## src/pfpc_pkg.sv

```systemverilog
// ----------------------------------------------------------------------------
// pfpc_pkg: shared types and constants for the polygon footprint path check
// Transaction payloads, the edge record handed along the cell chain, and the
// fixed codes and constants of the block.
// ----------------------------------------------------------------------------
`default_nettype none

package pfpc_pkg;

    localparam int VTX_W     = 12;   // vertex coordinate, whole units
    localparam int COORD_W   = 16;   // foot coordinate, Q12.4
    localparam int RAD_W     = 12;   // radius, Q8.4
    localparam int PROBE_W   = 17;   // probe point, Q.4, never wraps
    localparam int VCOUNT_W  = 7;
    localparam int STEP_W    = 12;
    localparam int CFG_IDX_W = 1;
    localparam int CFG_DAT_W = 12;
    localparam int DIV_W     = 17;
    localparam int NUM_PROBES = 6;

    localparam logic OP_WRITE = 1'b0;
    localparam logic OP_QUERY = 1'b1;

    localparam logic [CFG_IDX_W-1:0] REG_VERTEX_COUNT = 1'b0;
    localparam logic [CFG_IDX_W-1:0] REG_SAMPLE_STEP  = 1'b1;

    localparam logic [STEP_W-1:0] DEFAULT_STEP = 12'd48;
    localparam logic [7:0]        DIAG_NUM     = 8'd179;

    typedef struct packed {
        logic                      op;
        logic [5:0]                vertex_index;
        logic signed [VTX_W-1:0]   vertex_x;
        logic signed [VTX_W-1:0]   vertex_y;
        logic signed [COORD_W-1:0] start_x;
        logic signed [COORD_W-1:0] start_y;
        logic signed [COORD_W-1:0] end_x;
        logic signed [COORD_W-1:0] end_y;
        logic [RAD_W-1:0]          radius_x;
        logic [RAD_W-1:0]          radius_y;
        logic                      allow_outside_start;
    } item_t;

    typedef struct packed {
        logic passes;
        logic was_write;
    } result_t;

    // one polygon side, current vertex a and previous vertex b, in Q.4
    typedef struct packed {
        logic                      valid;
        logic                      last;
        logic signed [COORD_W-1:0] ax;
        logic signed [COORD_W-1:0] ay;
        logic signed [COORD_W-1:0] bx;
        logic signed [COORD_W-1:0] by;
    } link_t;

endpackage

`default_nettype wire

```

## src/pfpc_div.sv

```systemverilog
// ----------------------------------------------------------------------------
// pfpc_div: unsigned restoring divider
// One quotient bit per cycle; done pulses with quotient and remainder ready.
// ----------------------------------------------------------------------------
`default_nettype none

module pfpc_div (
    input  wire                          clk,
    input  wire                          rst_n,
    input  wire                          start,
    input  wire [pfpc_pkg::DIV_W-1:0]    dividend,
    input  wire [pfpc_pkg::DIV_W-1:0]    divisor,
    output logic                         done,
    output logic [pfpc_pkg::DIV_W-1:0]   quotient,
    output logic [pfpc_pkg::DIV_W-1:0]   remainder
);
    import pfpc_pkg::*;

    localparam int CNT_W = $clog2(DIV_W + 1);

    logic [DIV_W-1:0] quo_reg;
    logic [DIV_W-1:0] rem_reg;
    logic [DIV_W-1:0] den_reg;
    logic [CNT_W-1:0] cnt_reg;
    logic             run_reg;
    logic             done_reg;

    logic [DIV_W:0] trial;
    logic [DIV_W:0] diff;
    logic           ge;

    always_comb
    begin
        trial = {rem_reg, quo_reg[DIV_W-1]};
        diff  = trial - {1'b0, den_reg};
        ge    = trial >= {1'b0, den_reg};
    end

    always_ff @(posedge clk or negedge rst_n)
    begin
        if (!rst_n)
        begin
            run_reg  <= 1'b0;
            done_reg <= 1'b0;
            cnt_reg  <= '0;
        end
        else
        begin
            done_reg <= 1'b0;
            if (start)
            begin
                run_reg <= 1'b1;
                cnt_reg <= CNT_W'(DIV_W);
            end
            else if (run_reg)
            begin
                cnt_reg <= cnt_reg - 1'b1;
                if (cnt_reg == CNT_W'(1))
                begin
                    run_reg  <= 1'b0;
                    done_reg <= 1'b1;
                end
            end
        end
    end

    always_ff @(posedge clk)
    begin
        if (start)
        begin
            quo_reg <= dividend;
            rem_reg <= '0;
            den_reg <= divisor;
        end
        else if (run_reg)
        begin
            rem_reg <= ge ? diff[DIV_W-1:0] : trial[DIV_W-1:0];
            quo_reg <= {quo_reg[DIV_W-2:0], ge};
        end
    end

    assign done      = done_reg;
    assign quotient  = quo_reg;
    assign remainder = rem_reg;

endmodule

`default_nettype wire

```

## config.mk

```make
export PLATFORM = sky130hd
export DESIGN_NAME = pfpc_div
export DESIGN_NICKNAME = d
export VERILOG_FILES = /design/src/pfpc_pkg.sv /design/src/pfpc_div.sv
export SDC_FILE = /design/constraint.sdc
export NUM_CORES = 1
export LEC_CHECK = 0
export BUFFER_PORTS_ARGS = -buffer_cell sky130_fd_sc_hd__buf_4
export CORE_AREA = 2 2 95 97
export CTS_CLUSTER_SIZE = 12
export DETAILED_ROUTE_END_ITERATION = 16
export DIE_AREA = 0 0 97 99
export GPL_TIMING_DRIVEN = 0
export PLACE_DENSITY = 0.65
export SLEW_MARGIN = 25
export SYNTH_ARGS = -nofsm -noshare
export SYNTH_HDL_FRONTEND = slang
export SYNTH_SLANG_ARGS = --single-unit
```

## constraint.sdc

```tcl
create_clock -name clk -period 2.4 [get_ports clk]
set_input_delay 0.12 -clock clk [delete_from_list [all_inputs] [get_ports clk]]
set_output_delay 0.12 -clock clk [all_outputs]
set_load 0.01 [all_outputs]
```

==> reports/qor.csv <==
metric;value;unit
ys_seq_elements;58;
finalNetCount;487;
p_leak;2.04;nW
worstMarginPinSlew;691;ps
fin_crit;2590;ps
hold_slack;58.2;ps
max-vdd-ir-drop;0.515;mV
htreeDepth;3;
num_antenna_cells;0;
via_per_inst;5.34;
clockBufferDepth;2;
wire_per_inst;16.1;µm
clkSinkCount;58;
initial_utilization;38.8;%
first_iter_violations;194;
drive_above_1_share;35.2;%
synth_area_leader_cell;edfxtp_1;
antenna_found_initial;0;
violations;negative setup slack;
drc;0;
grt_pass1_vias;2809;
syn_nets;376;
dieArea;9600;µm²
hold_path_class;primary input to flip-flop;
r2r_slack;-190;ps
grt.overflow.total;0;
antenna_left;0;
critPathCaptureType;flip-flop;
synth_top_area_share;30.8;%
fp-row-count;34;
clk_pin_slew;80;ps
wl_met2;4140;µm
grt_max_degree;19;
routed_wl;8730;µm
worst_slack;-194;ps
cp.required;2670;ps
max_freq;0.386;GHz
num_vias;2902;
seqCellArea;1540;µm²
synth-main-ff-cell;edfxtp_1;
r2r-start;quotient[16]$_DFFE_PP_;
slew_violations;0;
hold_viol_final;0;
multiInputGateArea;1730;µm²
fillers;769;
hold_depth;2;
track_usage;18.2;%
insertion_delay;360;ps
slew_headroom;53.9;%
final_cell_count_no_fill;543;
skew;9.93;ps
grt_setup_unrepaired;true;
most-common-layout-cells;buf_4 (82), edfxtp_1 (34), nor2_1 (27);
dr.pass1.iters;6;
cts-root-buf;clkbuf_8;
place_hpwl;6150;µm
dieWidth;97;µm
highest_layer;met4;
boundaryPins;72;
hp-start;dividend[9];
syn_avg_cell_area;10.4;µm²
startpoint_type;flip-flop;
r2r_cells;12;
core_area;8550;µm²
status;finished with violations;
synthArstFlopShare;12.1;%
syn-cell-area;3320;µm²
crit_type;flip-flop to flip-flop;
gp_congestion;0.903;
min_period_over_period;108;%
ys_seq_area_share;46.3;%
wl_met1;4000;µm
io_buffers;71;
power_density;1010;nW/µm²
grt_pass1_wl;13900;µm
cp_data_arrival_time;2860;ps
worstPathMaxFanout;6;
yosys_warnings;0;
ys_types;53;
cts_buffers;9;
fin_util;53.3;%
cts_tree;yes;
final_common_cell;buf_4;
synth.area.top_cells;edfxtp_1 (31%), dfxtp_1 (10%), ha_1 (7.2%);
die_h;99;µm
hold_end;quotient[9]$_DFFE_PP_;
finalSetupViolCount;18;
reg2reg_to;remainder[6]$_SDFFE_PP0P_;
areaGrowthSynthToFinish;37.3;%
dp_cells;498;
drv_cap;0;
syn_inst;319;
synth_edf_count;34;
setup_tns;-2650;ps
met3_length;409;µm
==> Yosys cell counts (6+ instances only) <==
cell and instances:
nand2_1 19, o21ai_0 19, xnor2_1 11, nor2_1 27, clkbuf_1 9, inv_1 25
a21o_1 6, ha_1 19, a21oi_1 15, mux2_2 18, a311oi_1 8, dfrtp_1 7
edfxtp_1 34, nand3_1 11, and3_1 7, dfxtp_1 17
==> critical path: stages, from the launching register on <==
cell and delay [ps]:
edfxtp_1 410, inv_2 100, ha_4 130, inv_2 40, fa_2 360, a21o_1 210
a221oi_4 360, o22ai_4 140, buf_4 160, nand2_4 90, buf_6 140, nand3_1 90
a311oi_2 270
==> per-layer routing <==
metal  up-vias  global-route usage [%]
met5         -                       0
met1      1392                    23.8
met2        88                    29.9
li1       1408                       -
met4         0                    8.34
met3        14                    2.98
==> kinds of logic (layout without fill, tap and decap cells) <==
group,Yosys count,in the layout,share of synthesized area (%)
XOR/XNOR,16,16,4.22
adder cells (fa/ha/maj),20,20,7.76
AO/OA/AOI/OAI,77,77,16.7
flip-flops,58,58,46.3
AND/OR/NAND/NOR,88,88,13.5
multiplexers,19,19,6.41
buffers and inverters,41,157,5.05
==> metrics by stage <==
step | area (µm²) | setup slack (ps) | power [mW]
after CTS | 4470 | -209 | 4.50
after global routing | 4560 | -302 | 4.90
final | 4560 | -194 | 4.61
after floorplan | 3340 | -160 | 2.87
after global placement | 4010 | -353 | 3.51
after detailed placement | 4010 | -345 | 3.55
==> repair_timing <==
action / 4_1_cts / 5_1_grt
setup endpoints to repair: 18 / 18
setup buffers: 9 / 5
hold buffers: 18 / 0
hold endpoints to repair: 24 / 0
pin swaps: 9 / 10
resized for setup: 13 / 16
==> power breakdown <==
group | switching [mW] | leakage, nW | internal (mW)
Combinational | 1.15 | 1.38 | 1.07
Sequential | 0.231 | 0.569 | 1.32
Clock | 0.445 | 0.0882 | 0.401
==> worst max path at each step <==
stage / start / end / slack (ps) / cells past startpoint
after global routing: quotient[16]$_DFFE_PP_ / remainder[7]$_SDFFE_PP0P_ / -300 / 11
final: quotient[16]$_DFFE_PP_ / remainder[6]$_SDFFE_PP0P_ / -190 / 12
after floorplan: quotient[16]$_DFFE_PP_ / remainder[2]$_SDFFE_PP0P_ / -160 / 10
after detailed placement: quotient[16]$_DFFE_PP_ / quotient[0]$_DFFE_PP_ / -340 / 10
after global placement: quotient[16]$_DFFE_PP_ / quotient[0]$_DFFE_PP_ / -350 / 10
after CTS: quotient[16]$_DFFE_PP_ / remainder[2]$_SDFFE_PP0P_ / -210 / 10
==> area by class of cell <==
cell class / instances / area share [%]
Sequential cell: 58 / 33.7
Inverter: 25 / 2.06
Buffer: 15 / 1.62
Multi-Input combinational cell: 220 / 37.9
Clock buffer: 10 / 3.02
Tap cell: 108 / 2.96
Timing Repair Buffer: 101 / 17.8
Clock inverter: 6 / 0.933
(Power assumes the default switching activity.)
