===== src/pfpc_pkg.sv =====
// ----------------------------------------------------------------------------
// pfpc_pkg: shared types and constants for the polygon footprint path check
// Transaction payloads, the edge record handed along the cell chain, and the
// fixed codes and constants of the block.
// ----------------------------------------------------------------------------
`default_nettype none

package pfpc_pkg;

    localparam int VTX_W     = 12;   // vertex coordinate, whole units
    localparam int COORD_W   = 16;   // foot coordinate, Q12.4
    localparam int RAD_W     = 12;   // radius, Q8.4
    localparam int PROBE_W   = 17;   // probe point, Q.4, never wraps
    localparam int VCOUNT_W  = 7;
    localparam int STEP_W    = 12;
    localparam int CFG_IDX_W = 1;
    localparam int CFG_DAT_W = 12;
    localparam int DIV_W     = 17;
    localparam int NUM_PROBES = 6;

    localparam logic OP_WRITE = 1'b0;
    localparam logic OP_QUERY = 1'b1;

    localparam logic [CFG_IDX_W-1:0] REG_VERTEX_COUNT = 1'b0;
    localparam logic [CFG_IDX_W-1:0] REG_SAMPLE_STEP  = 1'b1;

    localparam logic [STEP_W-1:0] DEFAULT_STEP = 12'd48;
    localparam logic [7:0]        DIAG_NUM     = 8'd179;

    typedef struct packed {
        logic                      op;
        logic [5:0]                vertex_index;
        logic signed [VTX_W-1:0]   vertex_x;
        logic signed [VTX_W-1:0]   vertex_y;
        logic signed [COORD_W-1:0] start_x;
        logic signed [COORD_W-1:0] start_y;
        logic signed [COORD_W-1:0] end_x;
        logic signed [COORD_W-1:0] end_y;
        logic [RAD_W-1:0]          radius_x;
        logic [RAD_W-1:0]          radius_y;
        logic                      allow_outside_start;
    } item_t;

    typedef struct packed {
        logic passes;
        logic was_write;
    } result_t;

    // one polygon side, current vertex a and previous vertex b, in Q.4
    typedef struct packed {
        logic                      valid;
        logic                      last;
        logic signed [COORD_W-1:0] ax;
        logic signed [COORD_W-1:0] ay;
        logic signed [COORD_W-1:0] bx;
        logic signed [COORD_W-1:0] by;
    } link_t;

endpackage

`default_nettype wire


===== src/pfpc_cell.sv =====
// ----------------------------------------------------------------------------
// pfpc_cell: one probe point of the footprint
// Holds a probe point and its crossing parity, tests each polygon side that
// passes by, and hands the side on to its neighbor in the next cycle.
// ----------------------------------------------------------------------------
`default_nettype none

module pfpc_cell (
    input  wire                            clk,
    input  wire                            rst_n,
    input  wire                            load,
    input  wire signed [pfpc_pkg::PROBE_W-1:0] probe_x,
    input  wire signed [pfpc_pkg::PROBE_W-1:0] probe_y,
    input  pfpc_pkg::link_t                link_in,
    output pfpc_pkg::link_t                link_out,
    output logic                           in_poly
);
    import pfpc_pkg::*;

    logic signed [PROBE_W-1:0] px_reg;
    logic signed [PROBE_W-1:0] py_reg;
    logic                      parity_reg;
    link_t                     link_reg;

    logic signed [17:0] dxa;
    logic signed [17:0] dxb;
    logic signed [17:0] dyp;
    logic signed [17:0] dd;
    logic signed [35:0] lhs;
    logic signed [35:0] rhs;
    logic               straddle;
    logic               crossing;

    always_comb
    begin
        dxa = 18'(px_reg) - 18'(link_in.ax);
        dxb = 18'(link_in.bx) - 18'(link_in.ax);
        dyp = 18'(py_reg) - 18'(link_in.ay);
        dd  = 18'(link_in.by) - 18'(link_in.ay);
        lhs = 36'(dxa) * 36'(dd);
        rhs = 36'(dxb) * 36'(dyp);
        straddle = (18'(link_in.ay) > 18'(py_reg)) != (18'(link_in.by) > 18'(py_reg));
        crossing = straddle && ((dd > 18'sd0) ? (lhs < rhs) : (lhs > rhs));
    end

    always_ff @(posedge clk or negedge rst_n)
    begin
        if (!rst_n)
        begin
            link_reg   <= '0;
            parity_reg <= 1'b0;
        end
        else
        begin
            link_reg <= link_in;
            if (load)
                parity_reg <= 1'b0;
            else if (link_in.valid && crossing)
                parity_reg <= ~parity_reg;
        end
    end

    always_ff @(posedge clk)
    begin
        if (load)
        begin
            px_reg <= probe_x;
            py_reg <= probe_y;
        end
    end

    assign link_out = link_reg;
    assign in_poly  = parity_reg;

endmodule

`default_nettype wire


===== config.mk =====
export PLATFORM = sky130hd
export DESIGN_NAME = pfpc_cell
export DESIGN_NICKNAME = d
export VERILOG_FILES = /design/src/pfpc_pkg.sv /design/src/pfpc_cell.sv
export SDC_FILE = /design/constraint.sdc
export NUM_CORES = 2
export LEC_CHECK = 0
export BUFFER_PORTS_ARGS = -buffer_cell sky130_fd_sc_hd__buf_2
export CAP_MARGIN = 0
export CORE_MARGIN = 3
export CORE_UTILIZATION = 45
export CTS_BUF_LIST = sky130_fd_sc_hd__clkbuf_2 sky130_fd_sc_hd__clkbuf_4 sky130_fd_sc_hd__clkbuf_8
export DETAILED_ROUTE_END_ITERATION = 16
export HOLD_SLACK_MARGIN = 0.03
export PLACE_DENSITY = 0.64
export SLEW_MARGIN = 20
export SYNTH_ARGS = -nofsm -noshare
export SYNTH_HDL_FRONTEND = slang
export SYNTH_SLANG_ARGS = --single-unit

===== constraint.sdc =====
create_clock -name clk -period 11.9 [get_ports clk]
set_clock_uncertainty 0.05 [all_clocks]
set_input_delay 1.19 -clock clk [delete_from_list [all_inputs] [get_ports clk]]
set_output_delay 1.19 -clock clk [all_outputs]
set_load 0.01 [all_outputs]

==> key figures <==
Die
  – Die area: 0.0690 mm^2
  – Starting Density: 0.457
  – Core area: 0.0648 mm^2
  – Io pins: 170
  – Row cnt: 93
  – Die X: 263 um
  – Die Y: 263 um

Min path
  – Worst Hold End: link_out[44]
  – Worst hold start: link_in[44]
  – Hold depth: 1
  – Hold/Removal Path Class: in2reg

Synthesis
  – Syn avg cell area: 9.13 um^2
  – Post-synth EDFFs: 34
  – Seq/Total Area, Yosys: 0.0910
  – Post-synth top area share: 0.423
  – Synthesized Nets: 4267
  – Post-synthesis cell type count: 68
  – Async S/R FF share, synth: 0.663
  – Syn Std Cell Area: 0.0296 mm^2
  – Synth top area cells: fa_1 42%, ha_1 12%, inv_1 9.3%, dfrtp_1 5.7%, nand2_1 4.2%
  – Post-synth top flop: dfrtp_1
  – Syn. warnings: 0
  – Synth area leader: fa_1
  – Mapped Cells: 3246
  – Synth Register Bits: 101

Finish
  – Commonest non-fill, non-tap cell in the layout: inv_1
  – Utilization after layout: 0.504
  – NumNets Final: 4509
  – Fillcell total: 6168
  – Commonest cells after routing, fill and taps aside: 732 x inv_1, 626 x fa_1, 330 x nand2_1, 312 x nor2_1, 292 x ha_1
  – Layout cells sized above 1: 0.106
  – Layout area overhead: 10.2%
  – Max reg flops: 66

GRT
  – First-pass GRT wire length: 139000 um
  – Total grt overflow: 0
  – GRT Total Usage: 0.264
  – Largest net degree at the start of global routing: 68
  – Initial antenna violation count: 5
  – Number of global-route vias before repair: 24200

CTS
  – Clock Latency Late Sink: 0.53 ns
  – Post-cts hold buffer count: 0
  – Number of CTS-inserted buffers: 9
  – H-tree depth: 3
  – CTS tree: done
  – CTS root buffer: clkbuf_8
  – Max clock buf depth: 2
  – Clk slew on worst S/H paths: 0.19 ns
  – CTS sink count: 101

STA
  – Hold Fails Final Rpt: 0
  – Max frequency: 87.8 MHz
  – Final Setup Violations: 0
  – Max-slew headroom: 0.245
  – Period utilization: 0.957
  – Worst-Margin Slew: 1.12 ns
  – Pins Over Slew Limit: 0
  – Final worst path period need: 11.38 ns

Routing
  – Vias post-DR: 23200
  – Drt total wl: 88500 um
  – 1st-pass router iterations: 6
  – Antenna Violating Nets Remaining: 0
  – Routed WL per cell: 20.3 um
  – Number of remaining DRC errors: 0
  – Initial drt markers: 1817
  – Vias per std cell: 5.34

Setup path
  – Critical Path End Type: flip-flop
  – Reg2Reg Depth: 44
  – Worst reg-to-reg setup slack: 0.90 ns
  – Slowest stage cell, crit path: fa_1
  – Slowest stage delay, CP: 0.55 ns
  – Critical path type: in2reg
  – Crit path top cell by count: fa_1
  – Endpoint of the lowest-slack register-to-register path: in_poly
  – Startpoint Class: input pin
  – Crit-path max FO: 5
  – CP required: 12.26 ns
  – Reg-to-Reg Start: py_reg[0]
  – CP Data Arrival Time: 11.75 ns

Run
  – Max Cap Viol: 0

Place
  – Hpwl dp: 76400 um
  – RD Place Congestion: 0.922
  – Number of port buffers: 169

Run status
  – Status: finished clean
[critical path, delay by kind of cell]
| kind | cells | cell delay (ns) |
|---|---|---|
| and+or+nand+nor | 5 | 1.33 |
| muxes | 3 | 0.78 |
| AOI/OAI and AO/OA | 18 | 3.29 |
| adders and majority gates | 10 | 4.20 |
| buffers and inverters | 8 | 0.60 |
| xor gates and xnor gates | 2 | 0.33 |
[Yosys cell counts (6+ instances only)]
| cell type | number |
|---|---|
| ha_1 | 292 |
| a21boi_0 | 6 |
| a21o_1 | 62 |
| nor4_1 | 12 |
| nand4_1 | 21 |
| nor3_1 | 29 |
| fa_1 | 626 |
| clkbuf_1 | 78 |
| nand2_1 | 330 |
| a21oi_1 | 93 |
| nand3_1 | 47 |
| inv_1 | 732 |
| nand2b_1 | 33 |
| o211ai_1 | 7 |
| a31oi_1 | 18 |
| or2_2 | 14 |
| and2_1 | 29 |
| xor2_1 | 52 |
| and3_1 | 16 |
| nand3b_1 | 8 |
| o21bai_1 | 17 |
| xnor2_1 | 99 |
| nor2_1 | 312 |
| o21a_1 | 19 |
| edfxtp_1 | 34 |
| nor2b_1 | 37 |
| or3_1 | 9 |
| dfrtp_1 | 67 |
| o21ai_0 | 54 |
| a211oi_1 | 16 |
[timing repair]
| action | CTS | global route |
|---|---|---|
| setup buffers | 0 | 1 |
| gates resized for setup | 0 | 12 |
| endpoints found under the setup margin | 0 | 1 |
[metrics by stage]
| stage | cells | setup TNS [ns] | instance area, um^2 | worst slack [ns] | hold slack [ns] |
|---|---|---|---|---|---|
| 4_1_cts | 4347 | 0 | 32600 | 0.276 | 0.684 |
| 3_5_place_dp | 4331 | -0.256 | 32400 | -0.256 | 0.703 |
| 5_1_grt | 4348 | -0.0214 | 32600 | -0.0214 | 0.714 |
| 3_3_place_gp | 4331 | 0 | 32400 | 0.0883 | 0.719 |
| 6_report | 4351 | 0 | 32700 | 0.515 | 0.716 |
| 2_1_floorplan | 3246 | 0 | 29600 | 0.279 | 0.584 |
[logic make-up (layout without fill, tap and decap cells)]
kind of cell | after synthesis | after routing | synth area share
other cells | 0 | 3 | 0
flops | 101 | 101 | 0.0910
fa+ha+maj | 918 | 918 | 0.546
buf+inv | 817 | 1064 | 0.104
simple gates | 911 | 911 | 0.136
compound gates | 340 | 340 | 0.0756
xor+xnor | 151 | 151 | 0.0446
mux | 8 | 8 | 0.00283
[area by class of cell]
class / count / area, um^2 / share of cell area
inverters: 733 / 2750 / 0.0843
multi-input cells: 2328 / 23900 / 0.733
well taps: 855 / 1070 / 0.0328
flip-flops and latches: 101 / 2700 / 0.0826
diodes: 3 / 7.51 / 0.000230
clock inverters: 7 / 97.6 / 0.00299
clock buffers: 9 / 124 / 0.00379
repair buffers: 315 / 1960 / 0.0599
[per-layer routing]
metal,up-vias,part of all wire,global-route usage,wire [um]
met5,-,0.00038,0,34
met4,6,0.043,0.0987,3780
met3,185,0.10,0.0725,9190
met2,1009,0.44,0.397,38700
met1,11600,0.42,0.365,36800
li1,10400,-,-,-
[how the worst max path moves through the flow]
stage	start	end	slack, ns
finish	link_in[48]	in_poly	0.52
global route	link_in[48]	in_poly	-0.02
CTS	link_in[48]	in_poly	0.28
detailed placement	link_in[48]	in_poly	-0.26
global placement	link_in[48]	in_poly	0.09
floorplan	link_in[48]	in_poly	0.28
Power is not shown: default switching activity piles up to over one toggle a cycle in this logic, so the estimate is an artifact.
